[src/rtl/clst_pkg.sv]
// Package for the C-like source tokenizer: payload types, token kinds,
// lexer modes, the front/back request struct and character class helpers.
// No dependencies.
package clst_pkg;

    localparam int unsigned POSITION_BITS   = 16;
    localparam int unsigned KEYWORD_MAX_LEN = 9;
    localparam int unsigned Q_CNT_BITS      = 4;
    localparam int unsigned Q_DEPTH         = 8;
    localparam int unsigned Q_PTR_BITS      = 3;

    typedef logic [POSITION_BITS-1:0] t_cnt;

    typedef struct packed {
        logic [7:0] ch;
        logic       end_of_text;
    } t_in_item;

    typedef struct packed {
        logic [5:0]  token_kind;
        logic [15:0] value_start;
        logic [15:0] value_length;
        logic [15:0] line_number;
        logic [15:0] column_number;
        logic        last_of_run;
    } t_out_item;

    typedef enum logic [3:0] {
        M_IDLE, M_INT, M_DOT, M_FRAC, M_IDENT, M_STR, M_ESC, M_OP, M_COMMENT
    } t_mode;

    localparam logic [5:0] K_INTLIT = 6'd0, K_FLOATLIT = 6'd1, K_STRLIT = 6'd2,
        K_IDENT = 6'd3, K_KW_INT = 6'd4, K_KW_FLOAT = 6'd5, K_KW_STRING = 6'd6,
        K_KW_VECTOR = 6'd7, K_KW_IF = 6'd8, K_KW_ELSE = 6'd9, K_KW_FOR = 6'd10,
        K_KW_WHILE = 6'd11, K_KW_VOID = 6'd12, K_KW_RETURN = 6'd13,
        K_KW_COUT = 6'd14, K_KW_CIN = 6'd15, K_KW_USING = 6'd16,
        K_KW_NAMESPACE = 6'd17, K_KW_STD = 6'd18,
        K_PLUS = 6'd19, K_MINUS = 6'd20, K_ARROW = 6'd21, K_STAR = 6'd22,
        K_SLASH = 6'd23, K_PERCENT = 6'd24, K_ASSIGN = 6'd25, K_EQ = 6'd26,
        K_NOT = 6'd27, K_NEQ = 6'd28, K_LT = 6'd29, K_LTE = 6'd30,
        K_LSHIFT = 6'd31, K_GT = 6'd32, K_GTE = 6'd33, K_RSHIFT = 6'd34,
        K_AND = 6'd35, K_OR = 6'd36, K_LPAREN = 6'd37, K_RPAREN = 6'd38,
        K_LBRACE = 6'd39, K_RBRACE = 6'd40, K_LBRACKET = 6'd41,
        K_RBRACKET = 6'd42, K_SEMI = 6'd43, K_COMMA = 6'd44, K_DOT = 6'd45,
        K_COLON = 6'd46, K_NEWLINE = 6'd47, K_EOF = 6'd48, K_ERROR = 6'd49;

    typedef struct packed {
        logic [5:0] kind;
        t_cnt       start;
        t_cnt       len;
        t_cnt       line;
        t_cnt       col;
    } t_tok;

    // one request: up to three tokens produced by one item
    typedef struct packed {
        logic [1:0] count;
        t_tok       tok0;
        t_tok       tok1;
        t_tok       tok2;
    } t_req;

    function automatic logic is_digit(input logic [7:0] c);
        return c >= "0" && c <= "9";
    endfunction

    function automatic logic is_alpha_u(input logic [7:0] c);
        return (c >= "a" && c <= "z") || (c >= "A" && c <= "Z") || c == "_";
    endfunction

    function automatic logic is_blank(input logic [7:0] c);
        return c == 8'h20 || c == 8'h09 || c == 8'h0B || c == 8'h0C || c == 8'h0D;
    endfunction

    function automatic logic is_opstart(input logic [7:0] c);
        return c == "-" || c == "=" || c == "!" || c == "<" || c == ">" ||
               c == "&" || c == "|" || c == "/";
    endfunction

    function automatic t_cnt sat_inc(input t_cnt v);
        return (&v) ? v : v + t_cnt'(1);
    endfunction

    function automatic t_cnt sat_add(input t_cnt a, input t_cnt b);
        logic [POSITION_BITS:0] s;
        s = {1'b0, a} + {1'b0, b};
        return s[POSITION_BITS] ? {POSITION_BITS{1'b1}} : s[POSITION_BITS-1:0];
    endfunction

    function automatic logic [5:0] single_kind(input logic [7:0] c);
        logic [5:0] k;
        unique case (c)
            "+": k = K_PLUS;
            "-": k = K_MINUS;
            "*": k = K_STAR;
            "/": k = K_SLASH;
            "%": k = K_PERCENT;
            "=": k = K_ASSIGN;
            "!": k = K_NOT;
            "<": k = K_LT;
            ">": k = K_GT;
            "(": k = K_LPAREN;
            ")": k = K_RPAREN;
            "{": k = K_LBRACE;
            "}": k = K_RBRACE;
            "[": k = K_LBRACKET;
            "]": k = K_RBRACKET;
            ";": k = K_SEMI;
            ",": k = K_COMMA;
            ".": k = K_DOT;
            ":": k = K_COLON;
            default: k = K_ERROR;
        endcase
        return k;
    endfunction

    function automatic logic [5:0] pair_kind(input logic [7:0] p, input logic [7:0] c);
        logic [5:0] k;
        k = 6'd0;
        priority if (p == "-" && c == ">") k = K_ARROW;
        else if (p == "=" && c == "=") k = K_EQ;
        else if (p == "!" && c == "=") k = K_NEQ;
        else if (p == "<" && c == "=") k = K_LTE;
        else if (p == "<" && c == "<") k = K_LSHIFT;
        else if (p == ">" && c == "=") k = K_GTE;
        else if (p == ">" && c == ">") k = K_RSHIFT;
        else if (p == "&" && c == "&") k = K_AND;
        else if (p == "|" && c == "|") k = K_OR;
        else k = 6'd0;
        return k;
    endfunction

    function automatic logic [5:0] pending_single(input logic [7:0] p);
        return (p == "&" || p == "|") ? K_ERROR : single_kind(p);
    endfunction

    function automatic logic [8*KEYWORD_MAX_LEN-1:0] kw_pad(input logic [71:0] s);
        return (8*KEYWORD_MAX_LEN)'(s);
    endfunction

    // keyword match on length and zero-padded buffer (byte 0 in the low bits)
    function automatic logic [5:0] ident_kind(input t_cnt len,
                                              input logic [8*KEYWORD_MAX_LEN-1:0] b);
        logic [5:0] k;
        k = K_IDENT;
        priority if (len == t_cnt'(3) && b == kw_pad({48'd0, "tni"})) k = K_KW_INT;
        else if (len == t_cnt'(5) && b == kw_pad({32'd0, "taolf"})) k = K_KW_FLOAT;
        else if (len == t_cnt'(6) && b == kw_pad({24'd0, "gnirts"})) k = K_KW_STRING;
        else if (len == t_cnt'(6) && b == kw_pad({24'd0, "rotcev"})) k = K_KW_VECTOR;
        else if (len == t_cnt'(2) && b == kw_pad({56'd0, "fi"})) k = K_KW_IF;
        else if (len == t_cnt'(4) && b == kw_pad({40'd0, "esle"})) k = K_KW_ELSE;
        else if (len == t_cnt'(3) && b == kw_pad({48'd0, "rof"})) k = K_KW_FOR;
        else if (len == t_cnt'(5) && b == kw_pad({32'd0, "elihw"})) k = K_KW_WHILE;
        else if (len == t_cnt'(4) && b == kw_pad({40'd0, "diov"})) k = K_KW_VOID;
        else if (len == t_cnt'(6) && b == kw_pad({24'd0, "nruter"})) k = K_KW_RETURN;
        else if (len == t_cnt'(4) && b == kw_pad({40'd0, "tuoc"})) k = K_KW_COUT;
        else if (len == t_cnt'(3) && b == kw_pad({48'd0, "nic"})) k = K_KW_CIN;
        else if (len == t_cnt'(5) && b == kw_pad({32'd0, "gnisu"})) k = K_KW_USING;
        else if (len == t_cnt'(9) && b == kw_pad("ecapseman")) k = K_KW_NAMESPACE;
        else if (len == t_cnt'(3) && b == kw_pad({48'd0, "dts"})) k = K_KW_STD;
        else k = K_IDENT;
        return k;
    endfunction

endpackage

[src/rtl/clst_front.sv]
// Front end of the tokenizer: lexer state machine, one character per cycle while i_go
// and i_valid are high, forms a request of up to three tokens per item. Depends on clst_pkg.
module clst_front (
    input  logic              i_clk,
    input  logic              i_rst_n,
    input  logic              i_valid,
    input  clst_pkg::t_in_item i_item,
    input  logic              i_go,
    output clst_pkg::t_req    o_req
);
    import clst_pkg::*;

    t_mode r_mode, n_mode;
    t_cnt r_pos, n_pos, r_line, n_line, r_col, n_col;
    t_cnt r_tstart, n_tstart, r_tlen, n_tlen, r_sline, n_sline, r_scol, n_scol;
    logic [8*KEYWORD_MAX_LEN-1:0] r_kw, n_kw;
    logic r_quote, n_quote;
    logic [7:0] r_pend, n_pend;

    logic [7:0] c;
    logic       fin;
    t_req       req;
    logic [7:0] quote;
    logic [5:0] pk;
    logic       restart;

    assign c     = i_item.ch;
    assign fin   = i_item.end_of_text || c == 8'd0;
    assign quote = r_quote ? 8'h27 : 8'h22;
    assign pk    = pair_kind(r_pend, c);

    always_comb begin
        t_cnt line_t, col_t, pos_t;
        t_tok t;
        logic do_start;
        n_mode = r_mode; n_pos = r_pos; n_line = r_line; n_col = r_col;
        n_tstart = r_tstart; n_tlen = r_tlen; n_sline = r_sline; n_scol = r_scol;
        n_kw = r_kw; n_quote = r_quote; n_pend = r_pend;
        req = '0;
        do_start = 1'b0;
        restart = 1'b0;
        line_t = r_line; col_t = r_col; pos_t = r_pos;
        t = '0;
        if (fin) begin
            restart = 1'b1;
            t.line = r_line; t.col = r_col;
            unique case (r_mode)
                M_INT: begin
                    t.kind = K_INTLIT; t.start = r_tstart; t.len = r_tlen;
                    req.tok0 = t; req.count = 2'd1;
                end
                M_FRAC: begin
                    t.kind = K_FLOATLIT; t.start = r_tstart; t.len = r_tlen;
                    req.tok0 = t; req.count = 2'd1;
                end
                M_DOT: begin
                    req.tok0 = '{K_INTLIT, r_tstart, r_tlen, r_sline, r_scol};
                    req.tok1 = '{K_DOT, sat_add(r_tstart, r_tlen), t_cnt'(1),
                                 r_line, r_col};
                    req.count = 2'd2;
                end
                M_IDENT: begin
                    req.tok0 = '{ident_kind(r_tlen, r_kw), r_tstart, r_tlen,
                                 r_line, r_col};
                    req.count = 2'd1;
                end
                M_STR, M_ESC: begin
                    req.tok0 = '{K_STRLIT, r_tstart, r_tlen, r_line, r_col};
                    req.count = 2'd1;
                end
                M_OP: begin
                    req.tok0 = '{pending_single(r_pend), r_tstart, t_cnt'(1),
                                 r_line, r_col};
                    req.count = 2'd1;
                end
                default: ;
            endcase
            t = '{K_EOF, '0, '0, r_line, r_col};
            unique case (req.count)
                2'd0: req.tok0 = t;
                2'd1: req.tok1 = t;
                default: req.tok2 = t;
            endcase
            req.count = req.count + 2'd1;
        end else begin
            unique case (r_mode)
                M_INT: begin
                    if (is_digit(c)) begin
                        n_tlen = sat_inc(r_tlen);
                    end else if (c == ".") begin
                        n_sline = r_line; n_scol = r_col; n_pend = c; n_mode = M_DOT;
                    end else begin
                        req.tok0 = '{K_INTLIT, r_tstart, r_tlen, r_line, r_col};
                        req.count = 2'd1; do_start = 1'b1;
                    end
                end
                M_DOT: begin
                    if (is_digit(c)) begin
                        n_tlen = sat_add(r_tlen, t_cnt'(2)); n_mode = M_FRAC;
                    end else begin
                        req.tok0 = '{K_INTLIT, r_tstart, r_tlen, r_sline, r_scol};
                        req.tok1 = '{K_DOT, sat_add(r_tstart, r_tlen), t_cnt'(1),
                                     r_line, r_col};
                        req.count = 2'd2; do_start = 1'b1;
                    end
                end
                M_FRAC: begin
                    if (is_digit(c)) begin
                        n_tlen = sat_inc(r_tlen);
                    end else begin
                        req.tok0 = '{K_FLOATLIT, r_tstart, r_tlen, r_line, r_col};
                        req.count = 2'd1; do_start = 1'b1;
                    end
                end
                M_IDENT: begin
                    if (is_alpha_u(c) || is_digit(c)) begin
                        for (int i = 0; i < KEYWORD_MAX_LEN; i++) begin
                            if (r_tlen == t_cnt'(i)) n_kw[8*i +: 8] = c;
                        end
                        n_tlen = sat_inc(r_tlen);
                    end else begin
                        req.tok0 = '{ident_kind(r_tlen, r_kw), r_tstart, r_tlen,
                                     r_line, r_col};
                        req.count = 2'd1; do_start = 1'b1;
                    end
                end
                M_STR: begin
                    if (c == quote) begin
                        req.tok0 = '{K_STRLIT, r_tstart, r_tlen, r_line, r_col};
                        req.count = 2'd1; n_mode = M_IDLE;
                    end else begin
                        if (c == 8'h5C) n_mode = M_ESC;
                        n_tlen = sat_inc(r_tlen);
                    end
                end
                M_ESC: begin
                    n_tlen = sat_inc(r_tlen); n_mode = M_STR;
                end
                M_OP: begin
                    if (pk != 6'd0) begin
                        req.tok0 = '{pk, r_tstart, t_cnt'(1), r_line, r_col};
                        req.count = 2'd1; n_mode = M_IDLE;
                    end else if (r_pend == "/" && c == "/") begin
                        n_mode = M_COMMENT;
                    end else begin
                        req.tok0 = '{pending_single(r_pend), r_tstart, t_cnt'(1),
                                     r_line, r_col};
                        req.count = 2'd1; do_start = 1'b1;
                    end
                end
                M_COMMENT: begin
                    if (c == 8'h0A) do_start = 1'b1;
                end
                default: do_start = 1'b1;
            endcase
            // advance counters past c
            pos_t = sat_inc(r_pos);
            if (c == 8'h0A) begin
                line_t = sat_inc(r_line); col_t = '0;
            end else begin
                col_t = sat_inc(r_col);
            end
            n_pos = pos_t; n_line = line_t; n_col = col_t;
            if (do_start) begin
                n_mode = M_IDLE;
                t = '0;
                t.line = line_t; t.col = col_t;
                if (is_blank(c)) begin
                    t = '0;
                end else if (c == 8'h0A) begin
                    t.kind = K_NEWLINE;
                end else if (is_digit(c)) begin
                    n_tstart = r_pos; n_tlen = t_cnt'(1); n_mode = M_INT;
                end else if (c == 8'h22 || c == 8'h27) begin
                    n_quote = (c == 8'h27); n_tstart = pos_t; n_tlen = '0;
                    n_mode = M_STR;
                end else if (is_alpha_u(c)) begin
                    n_kw = '0; n_kw[7:0] = c; n_tstart = r_pos; n_tlen = t_cnt'(1);
                    n_mode = M_IDENT;
                end else if (is_opstart(c)) begin
                    n_tstart = r_pos; n_pend = c; n_mode = M_OP;
                end else begin
                    t.kind = single_kind(c); t.start = r_pos; t.len = t_cnt'(1);
                end
                if (!is_blank(c) && (c == 8'h0A || !(is_digit(c) || c == 8'h22 ||
                    c == 8'h27 || is_alpha_u(c) || is_opstart(c)))) begin
                    if (req.count == 2'd0) req.tok0 = t;
                    else if (req.count == 2'd1) req.tok1 = t;
                    else req.tok2 = t;
                    req.count = req.count + 2'd1;
                end
            end
        end
    end

    always_ff @(posedge i_clk) begin
        if (!i_rst_n || (i_go && restart && i_valid)) begin
            r_mode <= M_IDLE; r_pos <= '0; r_line <= t_cnt'(1); r_col <= '0;
            r_tstart <= '0; r_tlen <= '0; r_kw <= '0; r_quote <= 1'b0;
            r_pend <= '0; r_sline <= t_cnt'(1); r_scol <= '0;
        end else if (i_go && i_valid) begin
            r_mode <= n_mode; r_pos <= n_pos; r_line <= n_line; r_col <= n_col;
            r_tstart <= n_tstart; r_tlen <= n_tlen; r_kw <= n_kw;
            r_quote <= n_quote; r_pend <= n_pend; r_sline <= n_sline;
            r_scol <= n_scol;
        end
    end

    assign o_req = req;
endmodule

[src/rtl/clst_back.sv]
// Back end: token queue fed by front requests, drains one token per cycle while
// i_stall is low to the output channel and marks the last token of each item.
// Depends on clst_pkg.
module clst_back (
    input  logic               i_clk,
    input  logic               i_rst_n,
    input  logic               i_push,
    input  clst_pkg::t_req     i_req,
    output logic               o_room,
    output logic               o_valid,
    output clst_pkg::t_out_item o_item,
    input  logic               i_stall
);
    import clst_pkg::*;

    typedef struct packed {
        t_tok tok;
        logic last;
    } t_ent;

    t_ent r_q [Q_DEPTH];
    logic [Q_PTR_BITS-1:0] r_rd, r_wr;
    logic [Q_CNT_BITS-1:0] r_cnt, n_cnt;
    logic       pop;
    t_ent       head;

    assign head    = r_q[r_rd];
    assign o_valid = r_cnt != '0;
    assign pop     = o_valid && !i_stall;
    assign o_room  = r_cnt <= Q_CNT_BITS'(Q_DEPTH - 3);
    assign n_cnt   = r_cnt + (i_push ? {{(Q_CNT_BITS-2){1'b0}}, i_req.count} : '0)
                     - {{(Q_CNT_BITS-1){1'b0}}, pop};

    assign o_item.token_kind    = head.tok.kind;
    assign o_item.value_start   = 16'(head.tok.start);
    assign o_item.value_length  = 16'(head.tok.len);
    assign o_item.line_number   = 16'(head.tok.line);
    assign o_item.column_number = 16'(head.tok.col);
    assign o_item.last_of_run   = head.last;

    always_ff @(posedge i_clk) begin
        if (!i_rst_n) begin
            r_rd <= '0; r_wr <= '0; r_cnt <= '0;
        end else begin
            if (pop) r_rd <= r_rd + Q_PTR_BITS'(1);
            if (i_push) r_wr <= r_wr + Q_PTR_BITS'(i_req.count);
            r_cnt <= n_cnt;
        end
    end

    always_ff @(posedge i_clk) begin
        if (i_push) begin
            if (i_req.count >= 2'd1)
                r_q[r_wr] <= '{i_req.tok0, i_req.count == 2'd1};
            if (i_req.count >= 2'd2)
                r_q[r_wr + Q_PTR_BITS'(1)] <= '{i_req.tok1, i_req.count == 2'd2};
            if (i_req.count == 2'd3)
                r_q[r_wr + Q_PTR_BITS'(2)] <= '{i_req.tok2, 1'b1};
        end
    end
endmodule

[src/rtl/c_like_source_tokenizer_unit.sv]
// Top level of the C-like source tokenizer: lexer front end and token queue
// back end. Depends on clst_pkg, clst_front, clst_back.
//
//  channel | direction | payload    | handshake
//  in      | input     | t_in_item  | i_valid / o_stall
//  out     | output    | t_out_item | o_valid / i_stall
//
// One byte is accepted per cycle; its tokens (up to three) enter the queue in
// the same cycle and leave one per cycle while i_stall is low, set by the single output port.
// The input stalls only while the eight-entry queue has fewer than three free
// slots. Reset is synchronous; an EOF item returns the lexer to reset state.
module c_like_source_tokenizer_unit (
    input  logic                i_clk,
    input  logic                i_rst_n,
    input  logic                i_valid,
    output logic                o_stall,
    input  clst_pkg::t_in_item  i_item,
    output logic                o_valid,
    input  logic                i_stall,
    output clst_pkg::t_out_item o_item
);
    import clst_pkg::*;

    t_req req;
    logic room;
    logic push;

    assign o_stall = !room;
    assign push    = i_valid && room;

    clst_front u_front (
        .i_clk(i_clk), .i_rst_n(i_rst_n), .i_valid(i_valid), .i_item(i_item),
        .i_go(room), .o_req(req)
    );

    clst_back u_back (
        .i_clk(i_clk), .i_rst_n(i_rst_n), .i_push(push), .i_req(req),
        .o_room(room), .o_valid(o_valid), .o_item(o_item), .i_stall(i_stall)
    );

    a_hold: assert property (@(posedge i_clk) disable iff (!i_rst_n)
        o_valid && i_stall |=> o_valid) else $error("output dropped under stall");
    a_eof_last: assert property (@(posedge i_clk) disable iff (!i_rst_n)
        o_valid && o_item.token_kind == K_EOF |-> o_item.last_of_run)
        else $error("EOF not last of run");
    a_push_nonzero: assert property (@(posedge i_clk) disable iff (!i_rst_n)
        push && (i_item.end_of_text || i_item.ch == 8'd0) |-> req.count != 2'd0)
        else $error("end item without tokens");
endmodule

[config.mk]
export PLATFORM = sky130hd
export DESIGN_NAME = c_like_source_tokenizer_unit
export DESIGN_NICKNAME = d
export VERILOG_FILES = /design/src/rtl/clst_pkg.sv /design/src/rtl/clst_front.sv /design/src/rtl/clst_back.sv /design/src/rtl/c_like_source_tokenizer_unit.sv
export SDC_FILE = /design/constraint.sdc
export NUM_CORES = 2
export LEC_CHECK = 0
export CAP_MARGIN = 20
export CORE_MARGIN = 4
export CORE_UTILIZATION = 26
export CTS_CLUSTER_SIZE = 28
export DETAILED_ROUTE_END_ITERATION = 10
export DONT_BUFFER_PORTS = 1
export GPL_TIMING_DRIVEN = 0
export MAX_ROUTING_LAYER = met4
export PLACE_DENSITY = 0.44
export SLEW_MARGIN = 20
export SYNTH_ARGS = -nofsm -noshare
export SYNTH_HDL_FRONTEND = slang
export SYNTH_SLANG_ARGS = --single-unit
[constraint.sdc]
create_clock -name i_clk -period 8.2 [get_ports i_clk]
set_clock_uncertainty 0.1 [all_clocks]
set_input_delay 1.64 -clock i_clk [delete_from_list [all_inputs] [get_ports i_clk]]
set_output_delay 1.64 -clock i_clk [all_outputs]
set_load 0.005 [all_outputs]
After elaboration in Yosys (flattened, before gate mapping). Memories as Yosys holds them, arrays and structs flattened. A register that Yosys moved wholly into a read port is not among the register bits. Cells that the tools add are included.

Word-level logic and storage cells: 366. Flip-flop bits (word level): 207. Latch bits: 0. RAM bits: 568. Output and inout port bits: 73. Input port bits: 13. Bits in read-only memories: 0. Memories kept: 1.

$add $sub $neg: 14. Mux-type cells: 147. Shift-type cells: 0. Multiply operators: 0. Div/mod/pow operators: 0. Magnitude comparators: 9. Reduce and logical (&&, ||, !) cells: 82. Bitwise operators: 4. Equality and inequality tests: 95.

Memories: u_back.r_q (depth 8, width 71, read ports 1, clocked after memory_dff 1, wr ports 3, RTL line clst_back.sv:21) `t_ent r_q [Q_DEPTH];`.

Operator list (number): $mux 72 (12); $pmux 72 s6 (2); $mux 212 (3); $mux 70 (8); $mux 71 (5); $mux 16 (22); $eq 72x23->1 const B (4); $eq 8x6->1 const B (35); $pmux 6 s19 (2); $eq 72x31->1 const B (3); $eq 72x39->1 const B (3); $eq 72x47->1 const B (3); $mux 38 (5); $mux 8 (19); $mux 6 (25); $mux 142 (1); $mux 140 (1); $eq 8x7->1 const B (12); $pmux 16 s5 (1); $eq 72x15->1 const B (1); $eq 72x71->1 const B (1); $add 16x1->16 const B (4); $eq 16x3->1 const B (4); $mux 32 (2); other kinds (52) (173).

Longest topological paths before layout.
Depth in word-level cells: 30. Gate-level depth with buffers: 22. Depth with buffers taken out: 17.

Modules after synthesis. A second synthesis with hierarchy kept.

Cell total of the unflattened synthesis: 5555. Area total of the unflattened synthesis: 51966.1 µm².

By module, submodules not included: clst_back (area each 34662.0 µm², cells each 3138, seq. area each 17236.5 µm², times used 1); clst_front (area each 17294.1 µm², cells each 2415, seq. area each 3943.8 µm², times used 1); c_like_source_tokenizer_unit (area each 10.0 µm², cells each 2, seq. area each 0.0 µm², times used 1).

Least setup slack after synthesis. OpenSTA, ideal clock, no wires.

Path type: input -> register. Start point: in i_item[5] (netlist name). End point: mem u_back.r_q[4][10] (netlist name) (enable). Setup slack: 1.235 ns. Library setup time: 0.771 ns. Stages: 16. Path buffers: 5. Arrival: 6.094 ns. Data required time: 7.329 ns. Cell sequence: or4b_1 buf_6 or4_4 a21oi_2 o211a_4 ha_1 mux2i_1 a211oi_2 o21a_1 buf_4 inv_2 buf_2 a211o_1 buf_2 buf_6 nand3_1.

RTL lines: start: declaration (RTL line c_like_source_tokenizer_unit.sv:17) `input clst_pkg::t_in_item i_item,`; end: declaration (RTL line clst_back.sv:21).

==> impl_metrics.json <==
{
  "outcome": "finished, final reports clean",
  "avgRoutedWirePerCell_um": 33.8,
  "critPathSlowestCell": "clkbuf_1",
  "grt_pass1_wl_um": 349000,
  "crit_path_end": "u_back.r_q[3][11]",
  "synth_seq_cells": 778,
  "cts-buffers-inserted": 96,
  "drive_gt1_share_pct": 13.2,
  "r2r_end": "u_back.r_q[3][11]",
  "finalCriticalPeriod_ns": 8.04,
  "rsz0062_at_grt": "no",
  "max_freq_mhz": 124,
  "syn-num-nets": 4978,
  "area.growth.synth_to_final_pct": 14.7,
  "drtIter0Drc": 7148,
  "final_cell_mix": "nand2_1 (724), edfxtp_1 (440), a21oi_1 (351), dfxtp_1 (338), clkbuf_1 (314)",
  "power_frac_seq_pct": 38.2,
  "hold_slack_ns": 0.330,
  "yosys_warnings": 0,
  "track_usage_pct": 26.9,
  "finalSetupViolCount": 0,
  "layout_commonest_cell": "nand2_1",
  "path_class": "input port to register",
  "fp.dieW_um": 433,
  "worst-r2r-cell-count": 18,
  "worst_hold_path_type": "register to register",
  "die_h_um": 433,
  "tightest_slew_ns": 1.29,
  "cts.clk_slew.worst_paths_ns": 0.06,
  "core-area_um2": 179000,
  "worst-r2r-setup-slack_ns": 0.52,
  "crit_top_cell": "clkbuf_1",
  "synth_top_cell_by_area": "edfxtp_1",
  "h-tree-depth": 3,
  "reg2reg_from": "u_front.r_mode[0]",
  "crit_path_end_kind": "register",
  "cts_setup_buffers": 0,
  "ys.flop_type": "edfxtp_1",
  "dr.pass1.iters": 8,
  "ctsRootBufferMaster": "clkbuf_16",
  "antenna_found_initial": 11,
  "crit_chain": "buf_2 > o21ai_0 > and2_1 > clkbuf_1 > nor2_1 > clkbuf_1 > inv_1 > ha_1 > mux2i_1 > a211oi_2 > o21a_1 > buf_4 > nand3_1 > clkbuf_1 > clkbuf_1 > nand3_4 > buf_12",
  "regArea_um2": 20000,
  "crit_path_start_kind": "input port",
  "swShare_pct": 33.5,
  "grt.overflow.total": 0,
  "p_switching_w": 0.00391,
  "p_int_w": 0.00777,
  "setup_tns_ns": 0,
  "ctsHoldBuffers": 0,
  "fillers": 18800,
  "syn_inst": 4924,
  "largest_register": "u_back.r_q",
  "num_vias": 45700,
  "hold_viol": 0,
  "grt_pass1_vias": 42900,
  "die_area_um2": 187000,
  "worst_skew_pair.late_latency_ns": 0.75,
  "maxCapViolations": 0,
  "largest_reg_flops": 568,
  "antenna_left": 0,
  "clockPowerShare_pct": 38.6,
  "top_regs": "u_back.r_q (568), u_front.r_kw (72)",
  "required_ns": 8.55,
  "relSlewSlack_pct": 13.8,
  "p_leak_nw": 17.2,
  "place.gp.congestion": 0.995,
  "clk_path_buf_depth": 3,
  "dp_hpwl_um": 183000,
  "synth-edff-count": 440,
  "fin_crit_sh_pct": 98.1,
  "start_util_pct": 26.2,
  "ys_types": 111,
  "drc": 0,
  "ctsResizeCount": 0,
  "yosysTopAreaCellShare_pct": 28.2,
  "vias_per_cell": 6.09,
  "port_buffers": 0,
  "ios": 86,
  "grt_max_degree": 31,
  "crit_start": "i_item[4]",
  "fin_nets": 5104,
  "p_total_w": 0.0117,
  "power-per-cell-area_nw_per_um2": 217,
  "wirelength_um": 254000,
  "rows": 155,
  "synthTopCellsByArea": "edfxtp_1 (28%), dfxtp_1 (14%), mux4_2 (6.8%)",
  "arrival_ns": 8.39,
  "ys_async_sr_fraction_pct": 0,
  "ys_seq_area_share_pct": 42.6,
  "vdd_drop_max_mv": 0.194,
  "p_comb_share_pct": 23.2,
  "cts.sink_count": 778,
  "cp_max_fo": 30,
  "cts_tree": "built",
  "cpPeakStageDelay_ns": 0.95,
  "syn-cell-area_um2": 46900,
  "drv_slew": 0,
  "synth.avg_cell_area_um2": 9.52,
  "multiInputGateArea_um2": 24800
}
## power by group through the flow
stage                     Combinational [W]  Sequential (W)  Clock (W)
after detailed placement            0.00268         0.00455          0
after CTS                           0.00269         0.00446    0.00455
after global routing                0.00281         0.00449    0.00470
after floorplan                     0.00155         0.00450          0
after global placement              0.00263         0.00457          0
final                               0.00271         0.00447    0.00451
## worst min path at each step
| stage | from | endpoint | slack (ns) | cells after the start |
|---|---|---|---|---|
| final | u_front.r_kw[55] | u_front.r_kw[55] | 0.33 | 2 |
| after global routing | u_front.r_kw[15] | u_front.r_kw[15] | 0.36 | 2 |
| after CTS | u_front.r_kw[15] | u_front.r_kw[15] | 0.33 | 2 |
| after detailed placement | u_front.r_kw[15] | u_front.r_kw[15] | 0.32 | 2 |
| after global placement | u_front.r_kw[15] | u_front.r_kw[15] | 0.33 | 2 |
| after floorplan | u_front.r_kw[15] | u_front.r_kw[15] | 0.31 | 2 |
## stage by stage
stage          cell area, um2  utilization (%)  setup slack (ns)  std cells
2_1_floorplan           46900                -              1.24       4924
4_1_cts                 53600             30.0             0.355       7478
3_5_place_dp            50400             28.2            -0.400       7299
6_report                53800             30.1             0.160       7499
3_3_place_gp            49800             27.9             -3.83       7279
5_1_grt                 53800             30.1             0.207       7496
## worst max-delay path, delay by kind of cell
kind | cells | cell delay, ns
and+or+nand+nor | 4 | 1.61
adders and majority gates | 1 | 0.35
AOI/OAI and AO/OA | 3 | 0.58
buffers and inverters | 8 | 3.77
muxes | 1 | 0.33
## cell families (layout without fill, tap and decap cells)
| group | Yosys count | count (layout) | share of synthesized area (%) |
|---|---|---|---|
| buffers and inverters | 547 | 754 | 5.02 |
| adder cells (fa/ha/maj) | 41 | 41 | 1.14 |
| AO/OA/AOI/OAI | 1553 | 1553 | 23.4 |
| AND/OR/NAND/NOR | 1671 | 1671 | 16.8 |
| multiplexers | 290 | 290 | 10.2 |
| flip-flops | 778 | 778 | 42.6 |
| XOR/XNOR | 44 | 44 | 0.822 |
| other | 0 | 13 | 0 |
## metal layers
| metal | part of all wire [%] | GRT usage (%) | routed length [um] | vias to the layer above |
|---|---|---|---|---|
| met2 | 44 | 40.2 | 111000 | 2865 |
| met3 | 9.8 | 5.96 | 24900 | 658 |
| li1 | - | - | - | 19300 |
| met1 | 41 | 34.5 | 103000 | 22900 |
| met5 | 0 | - | 0 | - |
| met4 | 5.9 | 13.2 | 14900 | 0 |
## synthesized netlist by cell type (all sizes together) (58+ instances only)
cell type / count
nand2: 725
dfxtp: 338
a21oi: 355
nand4: 58
nor2: 296
o221ai: 217
nand3: 158
edfxtp: 440
a221o: 80
o21ai: 314
mux2i: 76
clkbuf: 304
a22oi: 187
nor3: 100
buf: 192
o211a: 59
nor2b: 66
mux4: 142
mux2: 72
## final cells by class
type,count,area share [%]
repair buffers,28,0.787
clock buffers,133,5.03
multi-input cells,3599,46.1
inverters,51,0.356
plain buffers,496,4.07
diodes,13,0.0605
flip-flops and latches,778,37.2
clock inverters,46,0.987
well taps,2355,5.48
No activity file was read; power rests on OpenSTA's default activity.
